$ cat src/rtl/core/imu_ma_pkg.sv
// Shared types and constants of the IMU moving average block.
`timescale 1ns / 1ps

package imu_ma_pkg;

    localparam int SAMPLE_W       = 16;
    localparam int MEAN_W         = 17;
    localparam int USED_W         = 4;
    localparam int NUM_CH         = 6;
    localparam int WINDOW_DEFAULT = 8;

    // One bias register per channel, in the same order as the channels.
    localparam int REG_COUNT   = NUM_CH;
    localparam int REG_IDX_W   = $clog2(REG_COUNT);
    localparam int APB_ADDR_W  = $clog2(REG_COUNT * 4);
    localparam int APB_DATA_W  = 32;

    typedef logic signed [SAMPLE_W-1:0] sample_t;
    typedef logic signed [MEAN_W-1:0]   mean_t;

    typedef enum logic {
        ST_IDLE,
        ST_BUSY
    } top_state_t;

    typedef enum logic [1:0] {
        LN_IDLE,
        LN_ACCUM,
        LN_DIVIDE
    } lane_phase_t;

    typedef struct packed {
        logic start;
        logic drop_oldest;
    } lane_ctrl_t;

    typedef struct packed {
        logic busy;
        logic result_valid;
    } lane_status_t;

endpackage

$ cat src/rtl/core/imu_ma_lane.sv
// One channel lane: sample ring, running sum and a restoring divider.
`timescale 1ns / 1ps

module imu_ma_lane #(
    parameter int WINDOW = imu_ma_pkg::WINDOW_DEFAULT,
    localparam int SLOT_W = (WINDOW > 1) ? $clog2(WINDOW) : 1,
    localparam int CNT_W  = $clog2(WINDOW + 1)
) (
    input  logic                     clk,
    input  logic                     rst_n,
    input  imu_ma_pkg::lane_ctrl_t   ctrl,
    input  logic [SLOT_W-1:0]        slot,
    input  logic [CNT_W-1:0]         count,
    input  imu_ma_pkg::sample_t      sample,
    output imu_ma_pkg::lane_status_t status,
    output imu_ma_pkg::mean_t        mean
);
    import imu_ma_pkg::*;

    localparam int SUM_W  = SAMPLE_W + $clog2(WINDOW);
    localparam int STEP_W = $clog2(SUM_W + 1);
    localparam logic [STEP_W-1:0] STEP_LAST = STEP_W'(SUM_W - 1);

    logic [SAMPLE_W-1:0] ring_mem [WINDOW];
    logic [SAMPLE_W-1:0] oldest_reg;
    sample_t             sample_reg;
    logic                drop_reg;
    logic [CNT_W-1:0]    divisor_reg;

    lane_phase_t              phase_reg, phase_next;
    logic signed [SUM_W-1:0]  sum_reg, sum_next;
    logic [STEP_W-1:0]        step_reg, step_next;
    logic                     result_valid_reg, result_valid_next;
    logic [SUM_W-1:0]         quo_reg, quo_next;
    logic [CNT_W-1:0]         rem_reg, rem_next;
    logic                     neg_reg, neg_next;
    mean_t                    mean_reg, mean_next;

    logic signed [SUM_W-1:0]  sum_upd;
    logic [SUM_W-1:0]         sum_mag;
    logic [CNT_W:0]           trial;
    logic                     fits;
    logic [SUM_W-1:0]         quo_step;
    logic [CNT_W-1:0]         rem_step;
    mean_t                    quo_mean;

    // The ring is read before it is overwritten, so the oldest sample is kept.
    always_ff @(posedge clk)
    begin
        if (ctrl.start)
        begin
            oldest_reg     <= ring_mem[slot];
            ring_mem[slot] <= sample;
            sample_reg     <= sample;
            drop_reg       <= ctrl.drop_oldest;
            divisor_reg    <= count;
        end
    end

    always_comb
    begin
        sum_upd = sum_reg + SUM_W'(sample_reg)
                  - (drop_reg ? SUM_W'($signed(oldest_reg)) : SUM_W'(0));
        sum_mag = sum_upd[SUM_W-1] ? SUM_W'(-sum_upd) : SUM_W'(sum_upd);

        trial    = {rem_reg, quo_reg[SUM_W-1]};
        fits     = trial >= {1'b0, divisor_reg};
        rem_step = fits ? CNT_W'(trial - {1'b0, divisor_reg}) : trial[CNT_W-1:0];
        quo_step = {quo_reg[SUM_W-2:0], fits};
        quo_mean = MEAN_W'(quo_step);

        phase_next        = phase_reg;
        sum_next          = sum_reg;
        step_next         = step_reg;
        result_valid_next = result_valid_reg;
        quo_next          = quo_reg;
        rem_next          = rem_reg;
        neg_next          = neg_reg;
        mean_next         = mean_reg;

        case (phase_reg)
            LN_IDLE:
            begin
                if (ctrl.start)
                begin
                    phase_next        = LN_ACCUM;
                    result_valid_next = 1'b0;
                end
            end
            LN_ACCUM:
            begin
                sum_next   = sum_upd;
                quo_next   = sum_mag;
                neg_next   = sum_upd[SUM_W-1];
                rem_next   = '0;
                step_next  = '0;
                phase_next = LN_DIVIDE;
            end
            LN_DIVIDE:
            begin
                quo_next  = quo_step;
                rem_next  = rem_step;
                step_next = step_reg + 1'b1;
                if (step_reg == STEP_LAST)
                begin
                    mean_next         = neg_reg ? -quo_mean : quo_mean;
                    result_valid_next = 1'b1;
                    phase_next        = LN_IDLE;
                end
            end
            default:
            begin
                phase_next = LN_IDLE;
            end
        endcase
    end

    always_ff @(posedge clk or negedge rst_n)
    begin
        if (!rst_n)
        begin
            phase_reg        <= LN_IDLE;
            sum_reg          <= '0;
            step_reg         <= '0;
            result_valid_reg <= 1'b0;
        end
        else
        begin
            phase_reg        <= phase_next;
            sum_reg          <= sum_next;
            step_reg         <= step_next;
            result_valid_reg <= result_valid_next;
        end
    end

    always_ff @(posedge clk)
    begin
        quo_reg  <= quo_next;
        rem_reg  <= rem_next;
        neg_reg  <= neg_next;
        mean_reg <= mean_next;
    end

    assign status.busy         = phase_reg != LN_IDLE;
    assign status.result_valid = result_valid_reg;
    assign mean                = mean_reg;

endmodule

$ cat src/rtl/core/imu_ma_merge.sv
// Merging stage: takes the lane means, removes the biases and holds the result.
`timescale 1ns / 1ps

module imu_ma_merge #(
    parameter int WINDOW = imu_ma_pkg::WINDOW_DEFAULT,
    localparam int CNT_W = $clog2(WINDOW + 1)
) (
    input  logic                                clk,
    input  logic                                rst_n,
    input  logic                                load,
    input  imu_ma_pkg::mean_t                   lane_mean [imu_ma_pkg::NUM_CH],
    input  imu_ma_pkg::sample_t                 bias [imu_ma_pkg::NUM_CH],
    input  logic [CNT_W-1:0]                    count,
    input  logic                                out_stall,
    output logic                                out_valid,
    output logic                                free,
    output imu_ma_pkg::mean_t                   result_mean [imu_ma_pkg::NUM_CH],
    output logic [imu_ma_pkg::USED_W-1:0]       samples_used
);
    import imu_ma_pkg::*;

    logic                out_valid_reg, out_valid_next;
    mean_t               mean_reg [NUM_CH];
    logic [USED_W-1:0]   used_reg;

    assign free           = !out_valid_reg || !out_stall;
    assign out_valid_next = load || (out_valid_reg && out_stall);

    always_ff @(posedge clk or negedge rst_n)
    begin
        if (!rst_n)
        begin
            out_valid_reg <= 1'b0;
        end
        else
        begin
            out_valid_reg <= out_valid_next;
        end
    end

    always_ff @(posedge clk)
    begin
        if (load)
        begin
            for (int ch = 0; ch < NUM_CH; ch++)
            begin
                mean_reg[ch] <= MEAN_W'((MEAN_W + 1)'(lane_mean[ch])
                                        - (MEAN_W + 1)'(bias[ch]));
            end
            used_reg <= USED_W'({{USED_W{1'b0}}, count});
        end
    end

    assign out_valid    = out_valid_reg;
    assign result_mean  = mean_reg;
    assign samples_used = used_reg;

endmodule

$ cat src/rtl/core/imu_moving_average_debias.sv
// Top level of the six-channel IMU moving average with bias removal.
//
//  channel | handshake              | payload
//  --------+------------------------+---------------------------------------------
//  input   | in_valid / in_stall    | gyro_x..z, accel_x..z (16-bit signed)
//  output  | out_valid / out_stall  | gyro_x_mean..accel_z_mean (17-bit), samples_used
//  config  | APB psel/penable/...   | six 16-bit signed bias registers at 4*i
//
// Each lane divides its running sum of SUM_W = 16 + clog2(WINDOW) bits by the
// fill count in a restoring divider, which yields one quotient bit a cycle.
// There is no clearing pass after reset: a ring slot's old value is only used
// once the slot has been written. in_stall is high from acceptance until the
// result is loaded into the output register, where it waits, so the next item
// is taken while out_stall holds the last one.
`timescale 1ns / 1ps

module imu_moving_average_debias #(
    parameter int WINDOW = imu_ma_pkg::WINDOW_DEFAULT
) (
    input  logic                               clk,
    input  logic                               rst_n,
    input  logic                               psel,
    input  logic                               penable,
    input  logic                               pwrite,
    input  logic [imu_ma_pkg::APB_ADDR_W-1:0]  paddr,
    input  logic [imu_ma_pkg::APB_DATA_W-1:0]  pwdata,
    output logic [imu_ma_pkg::APB_DATA_W-1:0]  prdata,
    output logic                               pready,
    input  logic                               in_valid,
    output logic                               in_stall,
    input  imu_ma_pkg::sample_t                gyro_x,
    input  imu_ma_pkg::sample_t                gyro_y,
    input  imu_ma_pkg::sample_t                gyro_z,
    input  imu_ma_pkg::sample_t                accel_x,
    input  imu_ma_pkg::sample_t                accel_y,
    input  imu_ma_pkg::sample_t                accel_z,
    output logic                               out_valid,
    input  logic                               out_stall,
    output imu_ma_pkg::mean_t                  gyro_x_mean,
    output imu_ma_pkg::mean_t                  gyro_y_mean,
    output imu_ma_pkg::mean_t                  gyro_z_mean,
    output imu_ma_pkg::mean_t                  accel_x_mean,
    output imu_ma_pkg::mean_t                  accel_y_mean,
    output imu_ma_pkg::mean_t                  accel_z_mean,
    output logic [imu_ma_pkg::USED_W-1:0]      samples_used
);
    import imu_ma_pkg::*;

    localparam int SLOT_W = (WINDOW > 1) ? $clog2(WINDOW) : 1;
    localparam int CNT_W  = $clog2(WINDOW + 1);

    // Configuration registers. Writes to an index beyond the list are dropped.
    sample_t              bias_reg [NUM_CH];
    logic [REG_IDX_W-1:0] reg_idx;
    logic                 reg_hit;
    logic                 apb_write;

    assign reg_idx   = paddr[APB_ADDR_W-1:2];
    assign reg_hit   = 32'(reg_idx) < REG_COUNT;
    assign apb_write = psel && penable && pwrite;
    assign pready    = 1'b1;
    assign prdata    = reg_hit ? APB_DATA_W'(bias_reg[reg_idx]) : '0;

    always_ff @(posedge clk or negedge rst_n)
    begin
        if (!rst_n)
        begin
            for (int ch = 0; ch < NUM_CH; ch++)
            begin
                bias_reg[ch] <= '0;
            end
        end
        else if (apb_write && reg_hit)
        begin
            bias_reg[reg_idx] <= sample_t'(pwdata[SAMPLE_W-1:0]);
        end
    end

    // Sequencer: one item at a time, the ring position and fill count live here.
    top_state_t          state_reg, state_next;
    logic [SLOT_W-1:0]   slot_reg, slot_next;
    logic [CNT_W-1:0]    fill_reg, fill_next;
    logic                accept;
    logic                fill_full;
    logic                load;
    logic                free;
    logic [NUM_CH-1:0]   lane_valid;
    logic [NUM_CH-1:0]   lane_busy;
    lane_ctrl_t          lane_ctrl;
    lane_status_t        lane_status [NUM_CH];
    sample_t             lane_sample [NUM_CH];
    mean_t               lane_mean [NUM_CH];
    mean_t               result_mean [NUM_CH];

    assign accept    = in_valid && !in_stall;
    assign in_stall  = state_reg != ST_IDLE;
    assign fill_full = fill_reg == CNT_W'(WINDOW);

    assign lane_ctrl.start       = accept;
    assign lane_ctrl.drop_oldest = fill_full;

    assign lane_sample[0] = gyro_x;
    assign lane_sample[1] = gyro_y;
    assign lane_sample[2] = gyro_z;
    assign lane_sample[3] = accel_x;
    assign lane_sample[4] = accel_y;
    assign lane_sample[5] = accel_z;

    always_comb
    begin
        state_next = state_reg;
        slot_next  = slot_reg;
        fill_next  = fill_reg;
        load       = 1'b0;

        if (accept)
        begin
            slot_next = (slot_reg == SLOT_W'(WINDOW - 1)) ? '0 : slot_reg + 1'b1;
            fill_next = fill_full ? fill_reg : fill_reg + 1'b1;
        end

        case (state_reg)
            ST_IDLE:
            begin
                if (accept)
                begin
                    state_next = ST_BUSY;
                end
            end
            ST_BUSY:
            begin
                // All lanes finish together; the result waits for the output register.
                if ((&lane_valid) && !(|lane_busy) && free)
                begin
                    load       = 1'b1;
                    state_next = ST_IDLE;
                end
            end
            default:
            begin
                state_next = ST_IDLE;
            end
        endcase
    end

    always_ff @(posedge clk or negedge rst_n)
    begin
        if (!rst_n)
        begin
            state_reg <= ST_IDLE;
            slot_reg  <= '0;
            fill_reg  <= '0;
        end
        else
        begin
            state_reg <= state_next;
            slot_reg  <= slot_next;
            fill_reg  <= fill_next;
        end
    end

    // Six identical lanes, one per channel, each with its own ring and divider.
    for (genvar ch = 0; ch < NUM_CH; ch++)
    begin : g_lane
        imu_ma_lane #(
            .WINDOW (WINDOW)
        ) u_lane (
            .clk    (clk),
            .rst_n  (rst_n),
            .ctrl   (lane_ctrl),
            .slot   (slot_reg),
            .count  (fill_next),
            .sample (lane_sample[ch]),
            .status (lane_status[ch]),
            .mean   (lane_mean[ch])
        );

        assign lane_valid[ch] = lane_status[ch].result_valid;
        assign lane_busy[ch]  = lane_status[ch].busy;
    end

    imu_ma_merge #(
        .WINDOW (WINDOW)
    ) u_merge (
        .clk          (clk),
        .rst_n        (rst_n),
        .load         (load),
        .lane_mean    (lane_mean),
        .bias         (bias_reg),
        .count        (fill_reg),
        .out_stall    (out_stall),
        .out_valid    (out_valid),
        .free         (free),
        .result_mean  (result_mean),
        .samples_used (samples_used)
    );

    assign gyro_x_mean  = result_mean[0];
    assign gyro_y_mean  = result_mean[1];
    assign gyro_z_mean  = result_mean[2];
    assign accel_x_mean = result_mean[3];
    assign accel_y_mean = result_mean[4];
    assign accel_z_mean = result_mean[5];

endmodule

$ cat config.mk
export PLATFORM = sky130hd
export DESIGN_NAME = imu_moving_average_debias
export DESIGN_NICKNAME = d
export VERILOG_FILES = /design/src/rtl/core/imu_ma_pkg.sv /design/src/rtl/core/imu_ma_lane.sv /design/src/rtl/core/imu_ma_merge.sv /design/src/rtl/core/imu_moving_average_debias.sv
export SDC_FILE = /design/constraint.sdc
export NUM_CORES = 2
export LEC_CHECK = 0
export BUFFER_PORTS_ARGS = -buffer_cell sky130_fd_sc_hd__buf_2
export CORE_ASPECT_RATIO = 0.9
export CORE_MARGIN = 10
export CORE_UTILIZATION = 25
export DETAILED_ROUTE_END_ITERATION = 16
export GPL_ROUTABILITY_DRIVEN = 0
export GPL_TIMING_DRIVEN = 0
export SYNTH_ARGS = -nofsm -noshare
export SYNTH_HDL_FRONTEND = slang
export SYNTH_SLANG_ARGS = --single-unit
$ cat constraint.sdc
create_clock -name clk -period 13.4 [get_ports clk]
set_clock_uncertainty 0.15 [all_clocks]
set_input_delay 2.68 -clock clk [delete_from_list [all_inputs] [get_ports clk]]
set_output_delay 2.68 -clock clk [all_outputs]
set_load 0.005 [all_outputs]
# Word level (Yosys, flattened, before mapping)

Memory sizes are Yosys's and may differ from the RTL's. A register that Yosys moved wholly into a read port is not among the register bits.
Cells that the tools add are included.

Register bits after elaboration: 720
RAM bits: 768
Logic and storage cells: 308
Memories kept: 6

Add/subtract/negate cells: 44
Magnitude comparators: 9
Equal/unequal tests: 32
Muxes and demuxes: 84
Bitwise logic cells: 2
Reduce and logical (&&, ||, !) cells: 58

Memories:

| name                      | words | width | read ports | clocked after Yosys merged registers in | wr ports | RTL line          | text |
|---|---|---|---|---|---|---|---|
| g_lane[0].u_lane.ring_mem | 8     | 16    | 1          | 1                                       | 1        | imu_ma_lane.sv:24 | `logic [SAMPLE_W-1:0] ring_mem [WINDOW];` |
| g_lane[1].u_lane.ring_mem | 8     | 16    | 1          | 1                                       | 1        | imu_ma_lane.sv:24 |  |
| g_lane[2].u_lane.ring_mem | 8     | 16    | 1          | 1                                       | 1        | imu_ma_lane.sv:24 |  |
| g_lane[3].u_lane.ring_mem | 8     | 16    | 1          | 1                                       | 1        | imu_ma_lane.sv:24 |  |
| g_lane[4].u_lane.ring_mem | 8     | 16    | 1          | 1                                       | 1        | imu_ma_lane.sv:24 |  |
| g_lane[5].u_lane.ring_mem | 8     | 16    | 1          | 1                                       | 1        | imu_ma_lane.sv:24 |  |

Operators with widths:

| kind                  | number |
|---|---|
| $mux W19              | 12 |
| $pmux W19 S2          | 6 |
| $add A19 B16 Y19      | 6 |
| $neg A19 Y19          | 6 |
| $sub A19 B19 Y19      | 6 |
| $mux W17              | 6 |
| $neg A17 Y17          | 6 |
| $sub A17 B16 Y17      | 6 |
| $bwmux W96            | 1 |
| $pmux W5 S2           | 6 |
| $bmux W16 S3          | 1 |
| $demux W16 S3         | 1 |
| $mux W16              | 3 |
| $pmux W4 S2           | 6 |
| $pmux W2 S3           | 6 |
| $reduce_bool A2 Y1    | 18 |
| $mux W32              | 1 |
| $mux W4               | 8 |
| $add A5 B1 Y5 const B | 6 |
| $eq A5 B5 Y1 const B  | 6 |
| $ge A5 B4 Y1          | 6 |
| $reduce_and A2 Y1     | 12 |
| $sub A4 B4 Y4         | 6 |
| $reduce_and A3 Y1     | 6 |
| 23 further kinds      | 82 |

# Longest topological paths before layout

Word-level depth: 8
Depth in mapped cells: 20

# Cells and area by module

Synthesis repeated with hierarchy kept, for this count alone.

Cell total of the unflattened synthesis: 6,057
Area, all modules: 81,140.3 µm²

By module, submodules not included:

| module                              | times used | cells an instance | area each (µm²) | sequential area each (µm²) |
|---|---|---|---|---|
| imu_ma_lane at g_lane[0].u_lane ... | 2          | 795               | 11,278.3        | 6,861.6 |
| imu_ma_lane at g_lane[2].u_lane ... | 2          | 785               | 11,197.0        | 6,861.6 |
| imu_ma_lane at g_lane[5].u_lane     | 1          | 855               | 11,568.6        | 6,861.6 |
| imu_ma_lane at g_lane[1].u_lane     | 1          | 788               | 11,139.4        | 6,861.6 |
| imu_ma_merge                        | 1          | 889               | 8,508.2         | 3,208.1 |
| imu_moving_average_debias           | 1          | 365               | 4,973.5         | 2,602.5 |

# Worst setup path before layout

OpenSTA, ideal clock, no wires.

Kind: input-to-reg
Start point: input port in_valid
End point: memory g_lane[0].u_lane.ring_mem[0][0], enable pin
Arrival: 11.139 ns
Slack: 1.646 ns
Stages on the path: 5
Path buffers: 2
Cells stage by stage: nand2b_1 clkbuf_1 inv_1 clkbuf_1 and2_1

Longest elaborated chain between the ends: 3

RTL lines:

| what                          | RTL line                        | text |
|---|---|---|
| start: declaration            | imu_moving_average_debias.sv:29 | `input logic in_valid,` |
| $logic_and A1 B1 Y1           | imu_moving_average_debias.sv:95 | `assign accept = in_valid && !in_stall;` |
| named net accept              | imu_moving_average_debias.sv:83 | `logic accept;` |
| $mux W1                       | imu_ma_lane.sv:50               | `if (ctrl.start)` |
| $mux W1 (not written as such) | imu_ma_lane.sv:53               | `ring_mem[slot] <= sample;` |
| end: declaration              | imu_ma_lane.sv:24               |  |

The timed path passes the listed nets, and every way through them passes these cells.

# Worst setup path after layout

Start point: input port paddr[2] in the netlist's numbering
End point: output port prdata[11] in the netlist's numbering

Longest elaborated chain between the ends: 5
Elaborated cells between the ends (all ways): 6
Those cells by class: order compare (1); mux (4); bitwise (1)

RTL lines:

| what                                         | RTL line                        | text |
|---|---|---|
| start: declaration                           | imu_moving_average_debias.sv:25 | `input logic [imu_ma_pkg::APB_ADDR_W-1:0] paddr,` |
| $not A3 Y4 (not written as such)             | imu_moving_average_debias.sv:62 | `assign prdata = reg_hit ? APB_DATA_W'(bias_reg[reg_idx]) : '0;` |
| $bmux W16 S3                                 | imu_moving_average_debias.sv:62 |  |
| $mux W16 (not written as such) (2 in series) | imu_moving_average_debias.sv:62 |  |
| $mux W32 *                                   | imu_moving_average_debias.sv:62 |  |
| end: declaration                             | imu_moving_average_debias.sv:27 | `output logic [imu_ma_pkg::APB_DATA_W-1:0] prdata,` |

Every way passes the cells marked *; elsewhere a longest branch is shown, timed or not. The select of a mux whose other input is x is not followed.

==> results_dict.tcl <==
set metrics [dict create \
    status "finished, violations left" \
    violations "capacitance limit, slew limit" \
    max_cap_viol_count 2 \
    drv_slew 11 \
    first_pass_iters 7 \
    mostFrequentLayoutCell "edfxtp_1" \
    nets 7010 \
    die_h_um 540 \
    clockRootBuffer "clkbuf_16" \
    clk_pin_slew_worst_paths_ns 0.06 \
    hold_violations 0 \
    gr-total-overflow 0 \
    largest_register_ffs 768 \
    crit_path_end "prdata[11]" \
    antenna_left 0 \
    setup_viol 0 \
    powerDensity_nw_per_um2 204 \
    ff_latch_area_sq_um 46200 \
    cp-start-kind "input pin" \
    cts_resized 0 \
    p_int_w 0.0114 \
    synthMuxAreaShare_pct 1.47 \
    worst-endpoint-arrival_ns 4.88 \
    wl_per_cell_um 22.4 \
    viasPerCell 4.74 \
    pre_cts_slack_ns 5.42 \
    final_cell_mix "edfxtp_1 (1,317), inv_1 (683), nand2_1 (481)" \
    cp-startpoint "paddr[2]" \
    synth_xor_area_share_pct 4.28 \
    clkSinkCount 1584 \
    synth_compound_area_share_pct 11.4 \
    grt_pass1_wl_um 339000 \
    fmax_mhz 130 \
    hold_buffers 0 \
    crit_top_cell "buf_2" \
    track_usage_pct 14.0 \
    synth_flop_cell "edfxtp_1" \
    utilization_pct 29.4 \
    power_switching_w 0.00643 \
    synth_nets 6549 \
    dieWidth_um 598 \
    via_count 50100 \
    cts_buffer_depth 3 \
    yosysWarningCount 0 \
    async_reset_ff_share_pct 16.9 \
    route.detailed.drc 0 \
    synth-seq-cells 1584 \
    fp.coreArea_sq_um 298000 \
    area_growth_pct 16.8 \
    reg2reg_depth 17 \
    peakVddDrop_v 0.000154 \
    leakage_nw 31.8 \
    placed_area_sq_um 82000 \
    first_iter_violations 5464 \
    rsz0062_at_grt "false" \
    tritoncts "yes" \
    finalCritPeriodShare_pct 57.5 \
    synth_seq_area_share_pct 61.6 \
    synth_fa_ha_area_share_pct 7.97 \
    crit_family "buffers and inverters" \
    critPathCaptureType "output pin" \
    path_class "input pin to output pin" \
    r2r-end "g_lane[0].u_lane.quo_reg[14]" \
    start_util_pct 25.2 \
    port_buffers 261 \
    cts-htree-levels 4 \
    grt_max_degree 113 \
    fin_cells 10600 \
    dp_cells 10200 \
    crit_buf_inv 4 \
    netlist_instances 6003 \
    swShare_pct 36.0 \
    finalCriticalPeriod_ns 7.71 \
    syn_area_sq_um 75000 \
    multi_input_area_sq_um 25400 \
    synth_edf_count 1317 \
    cp_max_fo 10 \
    totalWireLength_um 236000 \
    hp-class "flip-flop to flip-flop" \
    p_clk_share_pct 26.1 \
    timing.slew.headroom_pct -1.94 \
    fin_area_sq_um 87600 \
    rrSetupSlack_ns 7.17 \
    n_fill_cell 29900 \
    critical_path_depth 8 \
    reg2reg_from "g_lane[5].u_lane.drop_reg" \
    slowest_stage "clkbuf_1" \
    ys_types 73 \
    grt_pass1_vias 48500 \
    cp.required_ns 10.57 \
    cts_inserted_buffers 165 \
    worst_slack_ns 5.69 \
    num_rows 190 \
    tightest_slew_ns 1.53 \
    die_area_sq_um 323000 \
    crit_chain "buf_2, nor3b_1, inv_1, clkbuf_1, o21ai_0, a221oi_1, o221ai_1, buf_2" \
    syn_avg_cell_area_sq_um 12.5 \
    cpPeakStageDelay_ns 0.46 \
    clock_latency_ns 0.83 \
    synth_top_family_by_area "compound AO/OA/AOI/OAI gates" \
    cts_setup_buffers 0 \
    power.total_w 0.0179 \
    p_comb_share_pct 37.9 \
    ios 281 \
    dp_hpwl_um 177000 \
    share_seq_of_total_power_pct 36.0 \
    synth_simple_gate_area_share_pct 8.64 \
    antenna_found_initial 107 \
    drive_above_1_share_pct 10.3 \
]
worst reg2reg max path, cell delays in order (launching register included):
cell	delay [ns]
edfxtp_1	0.53
clkbuf_1	0.57
clkbuf_1	0.59
and2_1	0.25
fa_1	0.41
inv_1	0.06
ha_1	0.27
a21o_1	0.20
a221oi_1	0.57
a2111oi_0	0.29
o21ai_0	0.31
a21oi_1	0.15
mux2i_1	0.18
nor2_1	0.41
clkbuf_1	0.43
o31ai_1	0.18
xnor2_1	0.17
mux2_2	0.27
cell type report:
cell class	count	area share [%]
Sequential cell	1584	52.8
Multi-Input combinational cell	3514	29.0
Tap cell	3936	5.62
Clock buffer	210	5.05
Inverter	684	2.94
Timing Repair Buffer	294	2.32
Clock inverter	98	1.24
Buffer	221	1.03
Antenna cell	31	0.0885
power by group through the flow:
stage | Clock [W] | Combinational [W] | Sequential [W]
floorplan | 0 | 0.00486 | 0.00641
global placement | 0 | 0.00645 | 0.00651
detailed placement | 0 | 0.00668 | 0.00652
CTS | 0.00473 | 0.00672 | 0.00642
global route | 0.00493 | 0.00751 | 0.00647
finish | 0.00466 | 0.00677 | 0.00643
how the worst min path moves through the flow:
stage / startpoint / end / depth (start not counted)
after floorplan: fill_reg[3] / u_merge.samples_used[3] / 0
after global placement: g_lane[1].u_lane.sum_reg[0] / g_lane[1].u_lane.sum_reg[0] / 1
after detailed placement: g_lane[3].u_lane.sum_reg[0] / g_lane[3].u_lane.sum_reg[0] / 1
after CTS: g_lane[2].u_lane.sum_reg[0] / g_lane[2].u_lane.sum_reg[0] / 1
after global routing: g_lane[5].u_lane.sum_reg[0] / g_lane[5].u_lane.sum_reg[0] / 1
final: g_lane[1].u_lane.quo_reg[17] / g_lane[1].u_lane.quo_reg[18] / 2
stage by stage:
step	setup TNS [ns]	hold WS, ns
4_1_cts	0	0.373
3_3_place_gp	-2696.33	0.348
3_5_place_dp	0	0.358
2_1_floorplan	0	0.318
5_1_grt	0	0.387
6_report	0	0.369
logic make-up (layout without fill, tap and decap cells):
logic type	Yosys count	count (layout)
flip-flops	1584	1584
AND/OR/NAND/NOR	1327	1327
AO/OA/AOI/OAI	1313	1313
buffers and inverters	905	1507
adder cells (fa/ha/maj)	406	406
XOR/XNOR	367	367
multiplexers	100	100
other	1	32
Yosys cell counts (all sizes together), types with 60 or more instances:
library cell / number / area (sq um)
fa: 120 / 2400
nand2: 481 / 1810
nor2: 226 / 848
xor2: 83 / 727
o21ai: 436 / 2180
nand4: 116 / 726
mux2: 80 / 901
dfrtp: 267 / 6680
a21oi: 166 / 831
nand3: 91 / 455
inv: 684 / 2570
ha: 286 / 3580
and2: 125 / 782
xnor2: 284 / 2490
edfxtp: 1317 / 39500
clkbuf: 188 / 706
a22oi: 389 / 2920
nor3: 60 / 300
routing by layer:
metal / share of wire [%] / global-route usage [%]
met4: 4.7 / 6.57
met3: 9.7 / 3.94
met2: 43 / 20.9
met1: 42 / 18.8
met5: 0.19 / 0
No activity file was read; power rests on OpenSTA's default activity.
